==> src/fhpl_pkg.sv <==
`default_nettype none
// ----------------------------------------------------------------------------
// Flash halfword program loader package
// Job codes, command constants and the job record passed from the front end
// to the back end.
// ----------------------------------------------------------------------------
package fhpl_pkg;

	localparam logic [31:0] TOKEN_START = 32'h4D52_4140;
	localparam logic [31:0] REPLY_ACK   = 32'h216B_6361;
	localparam logic [31:0] REPLY_FIN   = 32'h216E_6966;
	localparam logic [31:0] REPLY_NACK  = 32'h6B63_614E;

	localparam logic [15:0] CMD_UNLOCK1 = 16'hAAAA;
	localparam logic [15:0] CMD_UNLOCK2 = 16'h5555;
	localparam logic [15:0] CMD_PROGRAM = 16'hA0A0;
	localparam logic [15:0] CMD_RESET   = 16'hF0F0;

	localparam logic [31:0] OFS_CMD1 = 32'h0000_0AAA;
	localparam logic [31:0] OFS_CMD2 = 32'h0000_0554;

	localparam logic [1:0] OP_WRITE = 2'd0;
	localparam logic [1:0] OP_READ  = 2'd1;
	localparam logic [1:0] OP_REPLY = 2'd2;

	localparam logic [15:0] POLL_MASK  = 16'h8080;
	localparam int unsigned DQ5_BIT    = 5;
	localparam int unsigned DQ7_BIT    = 7;

	typedef enum logic [2:0] {
		JOB_ACK,
		JOB_ACK_FIN,
		JOB_PROG,
		JOB_READ,
		JOB_FIN,
		JOB_NACK
	} job_kind_t;

	typedef struct packed {
		job_kind_t   kind;
		logic [31:0] base;
		logic [31:0] ptr;
		logic [15:0] data;
	} job_t;

endpackage
`default_nettype wire

==> src/fhpl_front.sv <==
`default_nettype none
// ----------------------------------------------------------------------------
// Flash halfword program loader front end
// Accepts input words, runs the protocol state and posts at most one job per word.
// ----------------------------------------------------------------------------
module fhpl_front (
	input  wire logic         clk,
	input  wire logic         arst_n,
	input  wire logic         in_valid,
	output logic              in_ready,
	input  wire logic         req_type,
	input  wire logic [31:0]  host_word,
	input  wire logic [15:0]  flash_read_data,
	input  wire logic         queue_full,
	output logic              push,
	output fhpl_pkg::job_t    push_job
);
	import fhpl_pkg::*;

	typedef enum logic [2:0] {
		PH_IDLE,
		PH_BASE,
		PH_ADDR,
		PH_LEN,
		PH_DATA,
		PH_POLL,
		PH_REREAD,
		PH_HALT
	} phase_t;

	phase_t      phase_q, phase_n;
	logic [31:0] base_q, base_n;
	logic [31:0] ptr_q, ptr_n;
	logic [31:0] remain_q, remain_n;
	logic [15:0] high_q, high_n;
	logic [15:0] cur_q, cur_n;
	logic        half_sel_q, half_sel_n;
	logic        accept;
	logic        job_v;
	job_t        job;
	logic [31:0] ptr_inc;
	logic [31:0] remain_dec;
	logic        pass_poll;
	logic        pass_reread;

	assign in_ready    = !queue_full;
	assign accept      = in_valid && in_ready;
	assign ptr_inc     = ptr_q + 32'd2;
	assign remain_dec  = remain_q - 32'd1;
	assign pass_poll   = (cur_q & POLL_MASK) == (flash_read_data & POLL_MASK);
	assign pass_reread = cur_q[DQ7_BIT] == flash_read_data[DQ7_BIT];

	always_comb begin
		phase_n    = phase_q;
		base_n     = base_q;
		ptr_n      = ptr_q;
		remain_n   = remain_q;
		high_n     = high_q;
		cur_n      = cur_q;
		half_sel_n = half_sel_q;
		job_v      = 1'b0;
		job.kind   = JOB_READ;
		job.base   = base_q;
		job.ptr    = ptr_q;
		job.data   = cur_q;
		case (phase_q)
			PH_IDLE: begin
				if (!req_type && host_word == TOKEN_START) begin
					phase_n = PH_BASE;
				end
			end
			PH_BASE: begin
				if (!req_type) begin
					base_n  = host_word;
					phase_n = PH_ADDR;
				end
			end
			PH_ADDR: begin
				if (!req_type) begin
					ptr_n   = host_word;
					phase_n = PH_LEN;
				end
			end
			PH_LEN: begin
				if (!req_type) begin
					remain_n   = host_word;
					half_sel_n = 1'b0;
					job_v      = 1'b1;
					if (host_word == 32'd0) begin
						job.kind = JOB_ACK_FIN;
						phase_n  = PH_HALT;
					end else begin
						job.kind = JOB_ACK;
						phase_n  = PH_DATA;
					end
				end
			end
			PH_DATA: begin
				if (!req_type) begin
					cur_n      = host_word[15:0];
					high_n     = host_word[31:16];
					half_sel_n = 1'b0;
					job_v      = 1'b1;
					job.kind   = JOB_PROG;
					job.data   = host_word[15:0];
					phase_n    = PH_POLL;
				end
			end
			PH_POLL, PH_REREAD: begin
				if (req_type) begin
					if ((phase_q == PH_POLL) ? pass_poll : pass_reread) begin
						ptr_n = ptr_inc;
						if (!half_sel_q) begin
							half_sel_n = 1'b1;
							cur_n      = high_q;
							job_v      = 1'b1;
							job.kind   = JOB_PROG;
							job.ptr    = ptr_inc;
							job.data   = high_q;
							phase_n    = PH_POLL;
						end else begin
							half_sel_n = 1'b0;
							remain_n   = remain_dec;
							if (remain_dec == 32'd0) begin
								job_v    = 1'b1;
								job.kind = JOB_FIN;
								phase_n  = PH_HALT;
							end else begin
								phase_n = PH_DATA;
							end
						end
					end else if (phase_q == PH_POLL) begin
						job_v    = 1'b1;
						job.kind = JOB_READ;
						if (flash_read_data[DQ5_BIT]) begin
							phase_n = PH_REREAD;
						end
					end else begin
						job_v    = 1'b1;
						job.kind = JOB_NACK;
						phase_n  = PH_HALT;
					end
				end
			end
			default: begin
			end
		endcase
	end

	assign push     = accept && job_v;
	assign push_job = job;

	always_ff @(posedge clk or negedge arst_n) begin
		if (!arst_n) begin
			phase_q    <= PH_IDLE;
			base_q     <= '0;
			ptr_q      <= '0;
			remain_q   <= '0;
			high_q     <= '0;
			cur_q      <= '0;
			half_sel_q <= 1'b0;
		end else if (accept) begin
			phase_q    <= phase_n;
			base_q     <= base_n;
			ptr_q      <= ptr_n;
			remain_q   <= remain_n;
			high_q     <= high_n;
			cur_q      <= cur_n;
			half_sel_q <= half_sel_n;
		end
	end

endmodule
`default_nettype wire

==> src/fhpl_queue.sv <==
`default_nettype none
// ----------------------------------------------------------------------------
// Flash halfword program loader job queue
// Small first-in first-out buffer of jobs between the front and back ends.
// ----------------------------------------------------------------------------
module fhpl_queue #(
	parameter int unsigned DEPTH = 4
) (
	input  wire logic            clk,
	input  wire logic            arst_n,
	input  wire logic            push,
	input  wire fhpl_pkg::job_t  push_job,
	output logic                 full,
	input  wire logic            pop,
	output fhpl_pkg::job_t       head_job,
	output logic                 empty
);
	import fhpl_pkg::*;

	localparam int unsigned IW = (DEPTH > 1) ? $clog2(DEPTH) : 1;
	localparam int unsigned CW = $clog2(DEPTH + 1);

	job_t          slots_q [DEPTH];
	logic [IW-1:0] wr_q;
	logic [IW-1:0] rd_q;
	logic [CW-1:0] cnt_q;
	logic          do_push;
	logic          do_pop;

	assign full     = cnt_q == CW'(DEPTH);
	assign empty    = cnt_q == '0;
	assign do_push  = push && !full;
	assign do_pop   = pop && !empty;
	assign head_job = slots_q[rd_q];

	always_ff @(posedge clk) begin
		if (do_push) begin
			slots_q[wr_q] <= push_job;
		end
	end

	always_ff @(posedge clk or negedge arst_n) begin
		if (!arst_n) begin
			wr_q  <= '0;
			rd_q  <= '0;
			cnt_q <= '0;
		end else begin
			if (do_push) begin
				wr_q <= (wr_q == IW'(DEPTH - 1)) ? '0 : wr_q + IW'(1);
			end
			if (do_pop) begin
				rd_q <= (rd_q == IW'(DEPTH - 1)) ? '0 : rd_q + IW'(1);
			end
			if (do_push && !do_pop) begin
				cnt_q <= cnt_q + CW'(1);
			end else if (do_pop && !do_push) begin
				cnt_q <= cnt_q - CW'(1);
			end
		end
	end

endmodule
`default_nettype wire

==> src/fhpl_back.sv <==
`default_nettype none
// ----------------------------------------------------------------------------
// Flash halfword program loader back end
// Expands each job into its sequence of output words through an output
// register.
// ----------------------------------------------------------------------------
module fhpl_back (
	input  wire logic            clk,
	input  wire logic            arst_n,
	input  wire fhpl_pkg::job_t  head_job,
	input  wire logic            empty,
	output logic                 pop,
	output logic                 out_valid,
	input  wire logic            out_ready,
	output logic [1:0]           op_kind,
	output logic [31:0]          bus_address,
	output logic [31:0]          bus_data,
	output logic                 last
);
	import fhpl_pkg::*;

	logic [2:0]  step_q;
	logic        valid_q;
	logic [1:0]  kind_q;
	logic [31:0] addr_q;
	logic [31:0] data_q;
	logic        last_q;
	logic        load;
	logic [1:0]  r_kind;
	logic [31:0] r_addr;
	logic [31:0] r_data;
	logic        r_last;
	logic [31:0] cmd1_addr;
	logic [31:0] cmd2_addr;

	assign cmd1_addr = head_job.base + OFS_CMD1;
	assign cmd2_addr = head_job.base + OFS_CMD2;

	always_comb begin
		r_kind = OP_REPLY;
		r_addr = '0;
		r_data = '0;
		r_last = 1'b1;
		case (head_job.kind)
			JOB_ACK: begin
				r_data = REPLY_ACK;
			end
			JOB_ACK_FIN: begin
				r_data = (step_q == 3'd0) ? REPLY_ACK : REPLY_FIN;
				r_last = step_q != 3'd0;
			end
			JOB_PROG: begin
				r_kind = OP_WRITE;
				r_last = 1'b0;
				case (step_q)
					3'd0: begin
						r_addr = cmd1_addr;
						r_data = {16'd0, CMD_UNLOCK1};
					end
					3'd1: begin
						r_addr = cmd2_addr;
						r_data = {16'd0, CMD_UNLOCK2};
					end
					3'd2: begin
						r_addr = cmd1_addr;
						r_data = {16'd0, CMD_PROGRAM};
					end
					3'd3: begin
						r_addr = head_job.ptr;
						r_data = {16'd0, head_job.data};
					end
					default: begin
						r_kind = OP_READ;
						r_addr = head_job.ptr;
						r_last = 1'b1;
					end
				endcase
			end
			JOB_READ: begin
				r_kind = OP_READ;
				r_addr = head_job.ptr;
			end
			JOB_FIN: begin
				r_data = REPLY_FIN;
			end
			JOB_NACK: begin
				if (step_q == 3'd0) begin
					r_kind = OP_WRITE;
					r_addr = cmd1_addr;
					r_data = {16'd0, CMD_RESET};
					r_last = 1'b0;
				end else begin
					r_data = REPLY_NACK;
				end
			end
			default: begin
			end
		endcase
	end

	assign load = !empty && (!valid_q || out_ready);
	assign pop  = load && r_last;

	always_ff @(posedge clk or negedge arst_n) begin
		if (!arst_n) begin
			step_q  <= '0;
			valid_q <= 1'b0;
		end else begin
			if (load) begin
				step_q <= r_last ? 3'd0 : step_q + 3'd1;
			end
			if (load) begin
				valid_q <= 1'b1;
			end else if (out_ready) begin
				valid_q <= 1'b0;
			end
		end
	end

	always_ff @(posedge clk) begin
		if (load) begin
			kind_q <= r_kind;
			addr_q <= r_addr;
			data_q <= r_data;
			last_q <= r_last;
		end
	end

	assign out_valid   = valid_q;
	assign op_kind     = kind_q;
	assign bus_address = addr_q;
	assign bus_data    = data_q;
	assign last        = last_q;

endmodule
`default_nettype wire

==> src/flash_halfword_program_loader_unit.sv <==
`default_nettype none
// ----------------------------------------------------------------------------
// Flash halfword program loader unit
// Programs host data into an AMD-style flash, halfword by halfword, with
// data polling, and answers the host with status words.
// ----------------------------------------------------------------------------
// The unit accepts one input word per cycle while its job queue has room and
// drives one output word per cycle while jobs are queued and the consumer
// takes them. An input word produces zero to five output words: five for a
// halfword program sequence, two for a reset with its reply or for an
// acknowledge with a finish reply, one for a poll read or a single reply. The
// output port is the limiting resource; the job queue lets the input side keep
// running while a long sequence drains.
module flash_halfword_program_loader_unit #(
	parameter int unsigned QUEUE_DEPTH = 4
) (
	input  wire logic         clk,
	input  wire logic         arst_n,
	input  wire logic         s_tvalid,
	output logic              s_tready,
	input  wire logic [47:0]  s_tdata,   // host_word, flash_read_data
	input  wire logic [0:0]   s_tuser,   // req_type
	output logic              m_tvalid,
	input  wire logic         m_tready,
	output logic [63:0]       m_tdata,   // bus_address, bus_data
	output logic [1:0]        m_tuser,   // op_kind
	output logic              m_tlast
);
	import fhpl_pkg::*;

	logic        queue_full;
	logic        queue_empty;
	logic        push;
	logic        pop;
	job_t        push_job;
	job_t        head_job;
	logic [31:0] bus_address;
	logic [31:0] bus_data;

	fhpl_front u_front (
		.clk             (clk),
		.arst_n          (arst_n),
		.in_valid        (s_tvalid),
		.in_ready        (s_tready),
		.req_type        (s_tuser[0]),
		.host_word       (s_tdata[31:0]),
		.flash_read_data (s_tdata[47:32]),
		.queue_full      (queue_full),
		.push            (push),
		.push_job        (push_job)
	);

	fhpl_queue #(
		.DEPTH (QUEUE_DEPTH)
	) u_queue (
		.clk      (clk),
		.arst_n   (arst_n),
		.push     (push),
		.push_job (push_job),
		.full     (queue_full),
		.pop      (pop),
		.head_job (head_job),
		.empty    (queue_empty)
	);

	fhpl_back u_back (
		.clk         (clk),
		.arst_n      (arst_n),
		.head_job    (head_job),
		.empty       (queue_empty),
		.pop         (pop),
		.out_valid   (m_tvalid),
		.out_ready   (m_tready),
		.op_kind     (m_tuser),
		.bus_address (bus_address),
		.bus_data    (bus_data),
		.last        (m_tlast)
	);

	assign m_tdata = {bus_data, bus_address};

endmodule
`default_nettype wire
==> config.mk <==
export PLATFORM = sky130hd
export DESIGN_NAME = flash_halfword_program_loader_unit
export DESIGN_NICKNAME = d
export VERILOG_FILES = /design/src/fhpl_pkg.sv /design/src/fhpl_front.sv /design/src/fhpl_queue.sv /design/src/fhpl_back.sv /design/src/flash_halfword_program_loader_unit.sv
export SDC_FILE = /design/constraint.sdc
export NUM_CORES = 1
export LEC_CHECK = 0
export BUFFER_PORTS_ARGS = -buffer_cell sky130_fd_sc_hd__buf_2
export CORE_ASPECT_RATIO = 0.75
export CORE_MARGIN = 10
export CORE_UTILIZATION = 35
export DETAILED_ROUTE_END_ITERATION = 10
export PLACE_DENSITY = 0.59
export SLEW_MARGIN = 0
export SYNTH_ARGS = -nofsm -noshare
export SYNTH_HDL_FRONTEND = slang
export SYNTH_HIERARCHICAL = 1
export SYNTH_SLANG_ARGS = --single-unit
==> constraint.sdc <==
create_clock -name clk -period 12.6 [get_ports clk]
set_input_delay 1.89 -clock clk [delete_from_list [all_inputs] [get_ports clk]]
set_output_delay 1.89 -clock clk [all_outputs]
set_load 0.005 [all_outputs]
Word level (Yosys, flattened, before mapping)
Memory sizes are Yosys's and may differ from the RTL's.
Cells that the tools add are included.
Widths: inputs -> output; s select.
Storage, ports and cells
  register bits after elaboration: 210
  RAM bits: 332
  input bits: 53
  output and inout port bits: 69
  logic and storage cells: 173
  memories: 1
Memory list
  u_queue.slots_q: depth 4, width 83, rd ports 1, clocked after memory_dff 0, wr ports 1, line fhpl_queue.sv:23  | job_t slots_q [DEPTH];
Operators by class
  add/subtract/negate cells: 9
  equality and inequality tests: 31
  mux-type cells: 74
  bitwise operators: 1
  reduce and logical (&&, ||, !) cells: 41
Operators by type and width (number)
  $mux 32: 8
  $pmux 32 s2: 3
  $pmux 32 s5: 1
  $mux 48: 3
  $pmux 32 s3: 1
  $logic_not 32->1: 2
  $mux 16: 4
  $pmux 16 s2: 2
  $pmux 16 s4: 1
  $mux 3: 19
  $add 32x11->32 const B: 1
  $add 32x12->32 const B: 1
  $add 32x2->32 const B: 1
  $eq 32x31->1 const B: 1
  $sub 32x1->32 const B: 1
  $mux 31: 1
  $mux 1: 19
  $mux 19: 1
  $eq 3x2->1 const B: 6
  $eq 3x3->1 const B: 6
  $pmux 3 s6: 1
  $reduce_and 5->1: 3
  $ne 2x2->1 const B: 7
  $logic_not 3->1: 4
  26 further kinds: 59

Logic depth before layout (Yosys ltp)
  word-level depth: 13
  gate-level depth with buffers: 20
  mapped depth without buffers: 17

Cells and area by module
Netlist, hierarchy kept.
By module, submodules not included
  fhpl_queue: times used 1, cells each 471, area an instance 12469.5 um^2, seq. area each 10144.7 um^2
  fhpl_front: times used 1, cells each 932, area an instance 8071.5 um^2, seq. area each 3303.2 um^2
  fhpl_back: times used 1, cells each 456, area an instance 4334.2 um^2, seq. area each 1781.7 um^2

Worst setup path after synthesis
OpenSTA, ideal clock, no wires.
  path kind: reg2reg
  start point: reg u_front.remain_q[9]
  end point: mem u_queue/slots_q[0][0] in the netlist's numbering, enable pin
  setup time: 451 ps
  arrival time: 5002 ps
  required time: 12149 ps
  slack: 7147 ps
  stages on the path, launching flop included: 12
  path buffers: 1
  clock period less this slack: 5453 ps
  cell sequence: dfrtp_1 > or4_4 > or4_4 > or4_4 > xor2_1 > and3_1 > nand4_1 > nor4_1 > o311a_1 > nor2b_1 > buf_2 > and2_1
Between the ends
  word-level cells in the longest chain between the ends: 11
RTL lines
  start: declaration: line fhpl_front.sv:34  | logic [31:0] remain_q, remain_n;
  start signal: assignment: line fhpl_front.sv:166  | remain_q <= remain_n;
  $sub 32x1->32: line fhpl_front.sv:49  | assign remain_dec = remain_q - 32'd1;
  $logic_not 32->1: line fhpl_front.sv:124  | if (remain_dec == 32'd0) begin
  $mux 1: line fhpl_front.sv:124
  $mux 1: line fhpl_front.sv:113  | if (!half_sel_q) begin
  $mux 1: line fhpl_front.sv:111  | if ((phase_q == PH_POLL) ? pass_poll : pass_reread) begin
  $mux 1: line fhpl_front.sv:110  | if (req_type) begin
  $pmux 1 s2: line fhpl_front.sv:66  | case (phase_q)
  $logic_and 1x1->1: line fhpl_front.sv:150  | assign push = accept && job_v;
  named net push: line flash_halfword_program_loader_unit.sv:33  | logic push;
  $logic_and 1x1->1: line fhpl_queue.sv:32  | assign do_push = push && !full;
  named net u_queue.do_push: line fhpl_queue.sv:27  | logic do_push;
  $mux 1: line fhpl_queue.sv:37  | if (do_push) begin
  $mux 1 (implied by the code): line fhpl_queue.sv:38  | slots_q[wr_q] <= push_job;
  end: declaration: line fhpl_queue.sv:23
The timed path passes the listed nets, and every way through them passes these cells.

Final worst setup path
  start point: reg u_front.remain_q[9]
  end point: mem u_queue/slots_q[3][7] in the netlist's numbering, enable pin
Between the ends
  word-level cells in the longest chain between the ends: 11
RTL lines (line)
  $sub 32x1->32: fhpl_front.sv:49
  $logic_not 32->1: fhpl_front.sv:124
  $mux 1: fhpl_front.sv:124
  $mux 1: fhpl_front.sv:113
  $mux 1: fhpl_front.sv:111
  $mux 1: fhpl_front.sv:110
  $pmux 1 s2: fhpl_front.sv:66
  $logic_and 1x1->1: fhpl_front.sv:150
  named net push: flash_halfword_program_loader_unit.sv:33
  $logic_and 1x1->1: fhpl_queue.sv:32
  $mux 1: fhpl_queue.sv:37
  $mux 1 (implied by the code): fhpl_queue.sv:38
The timed path passes the listed nets, and every way through them passes these cells.

==> results.md <==
- Synth top area share: 0.468
- Critical-path top delay cell: buf_4
- Tightest Pin Transition: 1220 ps
- Hold Path Class: flop to flop
- Synth area leader: edfxtp_1
- Rows: 84
- Dpl ws: 6880 ps
- Status: completed
- I/O Buffers: 103
- Fin. max-slew vios: 0
- Worst skew pair latency: 630 ps
- Final GP Congestion: 0.881
- Initial antenna violation count: 6
- Design Area, Final: 27900 um^2
- Layout cells sized above 1: 0.198
- TritonCTS Buffers: 54
- Largest net degree at the start of global routing: 92
- Final wirelength: 70900 um
- Worst Setup EP: u_queue/slots_q[3][7]
- Max transition margin: 0.186
- Area grow syn2layout: 12.3%
- Placed cells: 2813
- Register area share after synthesis: 0.612
- Final setup viols: 0
- Num Clock Sinks: 531
- Avg Synthesized Cell Area: 13.4 um^2
- Clock Pin Slew Worst Setup and Hold Paths: 60 ps
- Fraction of registers with async set/reset: 0.269
- Synth Register Bits: 531
- Crit path time final: 5720 ps
- RSZ-0062 raised after global routing: false
- Pwr per Cell Area: 144 nW/um^2
- Most frequent cell after synthesis: edfxtp_1
- Peak Freq: 0.175 GHz
- GRT Util Overall: 0.167
- Worst clock skew: 62.4 ps
- Flop2flop setup slack: 6880 ps
- Vias per inst: 5.70
- Setup tns final: 0 ps
- Unique masters post-synth: 91
- Worst Path Arrival: 5930 ps
- First-pass GRT wire length: 105000 um
- DRC violation total after the first TritonRoute iteration: 1940
- # hold bufs at CTS: 0
- Cell Area, Placed: 26100 um^2
- Worst-path cell chain: or4_4, or4_4, or4_4, xor2_1, and3_1, nand4_1, nor4_1, o311a_1, nor2b_1, and2_4, buf_4
- DP Wirelength: 47000 um
- Area of the core: 70200 um^2
- Critical Path Most Common Cell: or4_4
- CTS Root Cell: clkbuf_16
- Post-CTS sizing: 0
- Critical path launch point: u_front/remain_q[9]
- Setup Buffers After CTS: 0
- Clock Path Buffers: 3
- Non-Filler Instances: 2917
- Drt pass-1 iters: 6
- Slowest stage delay, CP: 810 ps
- Detailed-route via count: 16600
- R2r startpoint: u_front/remain_q[9]
- DRC: 0
- Final Hold Fails: 0
- CTS tree: yes
- Initial cell density of the core: 0.354
- Period utilization: 0.454
- MaxCap Viol Count: 0
- Worst VDD drop: 0.000121 V
- H-tree depth: 2
- Mapped cell area: 24900 um^2
- Die Outline Area: 82200 um^2
- Routed len/inst: 24.3 um
- CP Data Required Time: 12800 ps
- Gate Count Post-Synth: 1859
- Number of flops mapped to enable cells by yosys: 388
- Post-Route Utilization: 0.398
- ANT nets after route: 0
- Die Width: 328 um
- Crit-path max FO: 57
- Vias in the first global route: 16000
- Kind of critical path: flop to flop
- Top Ports: 122
- Die Y: 251 um
- Crit. End Element: flop
- Worst R2R End: u_queue/slots_q[3][7]
- Worst setup SP type: flop
- PnR worst setup slack: 6880 ps
- R2R cell count: 11
- Fin nets: 1994
- YS warnings: 6
- Leak: 0.00956 uW
- Ys flop type: edfxtp_1
- Grt ovf: 0
- Post-synth top cells: edfxtp_1 (388), nor2_1 (148), nand2_1 (147)
- Top cells by area, synth: edfxtp_1 (47%), dfrtp_1 (14%), mux4_2 (7.5%)
[cell type report]
class	count	area [um^2]
clock buffer	69	1460
tap	946	1180
sequential	531	15200
fill	6631	42300
antenna	2	5.00
inverter	26	97.6
clock inverter	33	329
timing repair buffer	125	699
multi-input combinational	1185	8920
[cells by family after synthesis]
family                     share of synthesized area
adders and majority gates                    0.00936
other                                       0.000151
muxes                                          0.102
AOI/OAI and AO/OA                              0.113
DFF                                            0.612
xor gates and xnor gates                      0.0243
buffers and inverters                         0.0310
and+or+nand+nor                                0.108
[sequential cells by signal, summed over array words and instances (netlist names)]
| register | flops |
|---|---|
| u_queue/slots_q | 332 |
| u_back/step_q | 3 |
| u_queue/rd_q | 2 |
| u_front/half_sel_q | 1 |
| u_front/high_q | 16 |
| u_back/bus_data | 21 |
| u_back/last | 1 |
| u_back/op_kind | 2 |
| u_front/base_q | 32 |
| u_queue/cnt_q | 3 |
| u_back/bus_address | 32 |
| u_back/out_valid | 1 |
| u_front/cur_q | 16 |
| u_front/ptr_q | 32 |
| u_front/remain_q | 32 |
| u_queue/wr_q | 2 |
| u_front/phase_q | 3 |
[layer usage]
metal,GRT usage,vias to the layer above,routed length (um)
li1,-,7318,-
met1,0.249,8492,32600
met2,0.239,704,30500
met3,0.0382,106,6080
met4,0.0448,4,1640
met5,0,-,32
[worst max-delay path, delay by kind of cell, from the launching register on]
kind / cells / cell delay [ps]
buffers and inverters: 1 / 810
DFF: 1 / 440
AOI/OAI and AO/OA: 1 / 230
and+or+nand+nor: 8 / 3620
xor gates and xnor gates: 1 / 190
[how the worst min path moves through the flow]
stage	startpoint	to	slack, ps	depth (start not counted)
floorplan	u_front/base_q[0]	u_queue/slots_q[0][48]	470	0
global placement	u_front/base_q[15]	u_queue/slots_q[1][63]	480	0
detailed placement	u_front/cur_q[3]	u_front/cur_q[3]	490	1
CTS	u_front/base_q[18]	u_queue/slots_q[3][66]	510	0
global route	u_front/cur_q[3]	u_front/cur_q[3]	510	1
finish	u_front/base_q[31]	u_queue/slots_q[2][79]	500	0
[layout by cell type (no fill, tap or decap), drive strengths merged, types with 39 or more instances in the layout]
master  synthesis  layout
mux2           55      55
nor2          149     149
edfxtp        388     388
mux4           83      83
a21oi          97      97
buf            55     125
dfrtp         143     143
o21ai          74      74
nand3          40      40
xnor2          40      40
nand2         147     147
a31oi          39      39
clkbuf         66      69
[metrics by stage]
| stage | total power [uW] | hold WS (ps) |
|---|---|---|
| 5_1_grt | 4170 | 514 |
| 4_1_cts | 4060 | 509 |
| 6_report | 4010 | 504 |
| 2_1_floorplan | 2320 | 471 |
| 3_3_place_gp | 2450 | 481 |
| 3_5_place_dp | 2460 | 491 |
[power breakdown]
part | total (uW) | switching (uW) | leakage, uW | internal, uW
Sequential | 1990 | 68.6 | 0.00503 | 1920
Combinational | 412 | 232 | 0.00366 | 180
Clock | 1610 | 698 | 0.000862 | 908
Total | 4010 | 999 | 0.00956 | 3010
(Power assumes the default switching activity.)
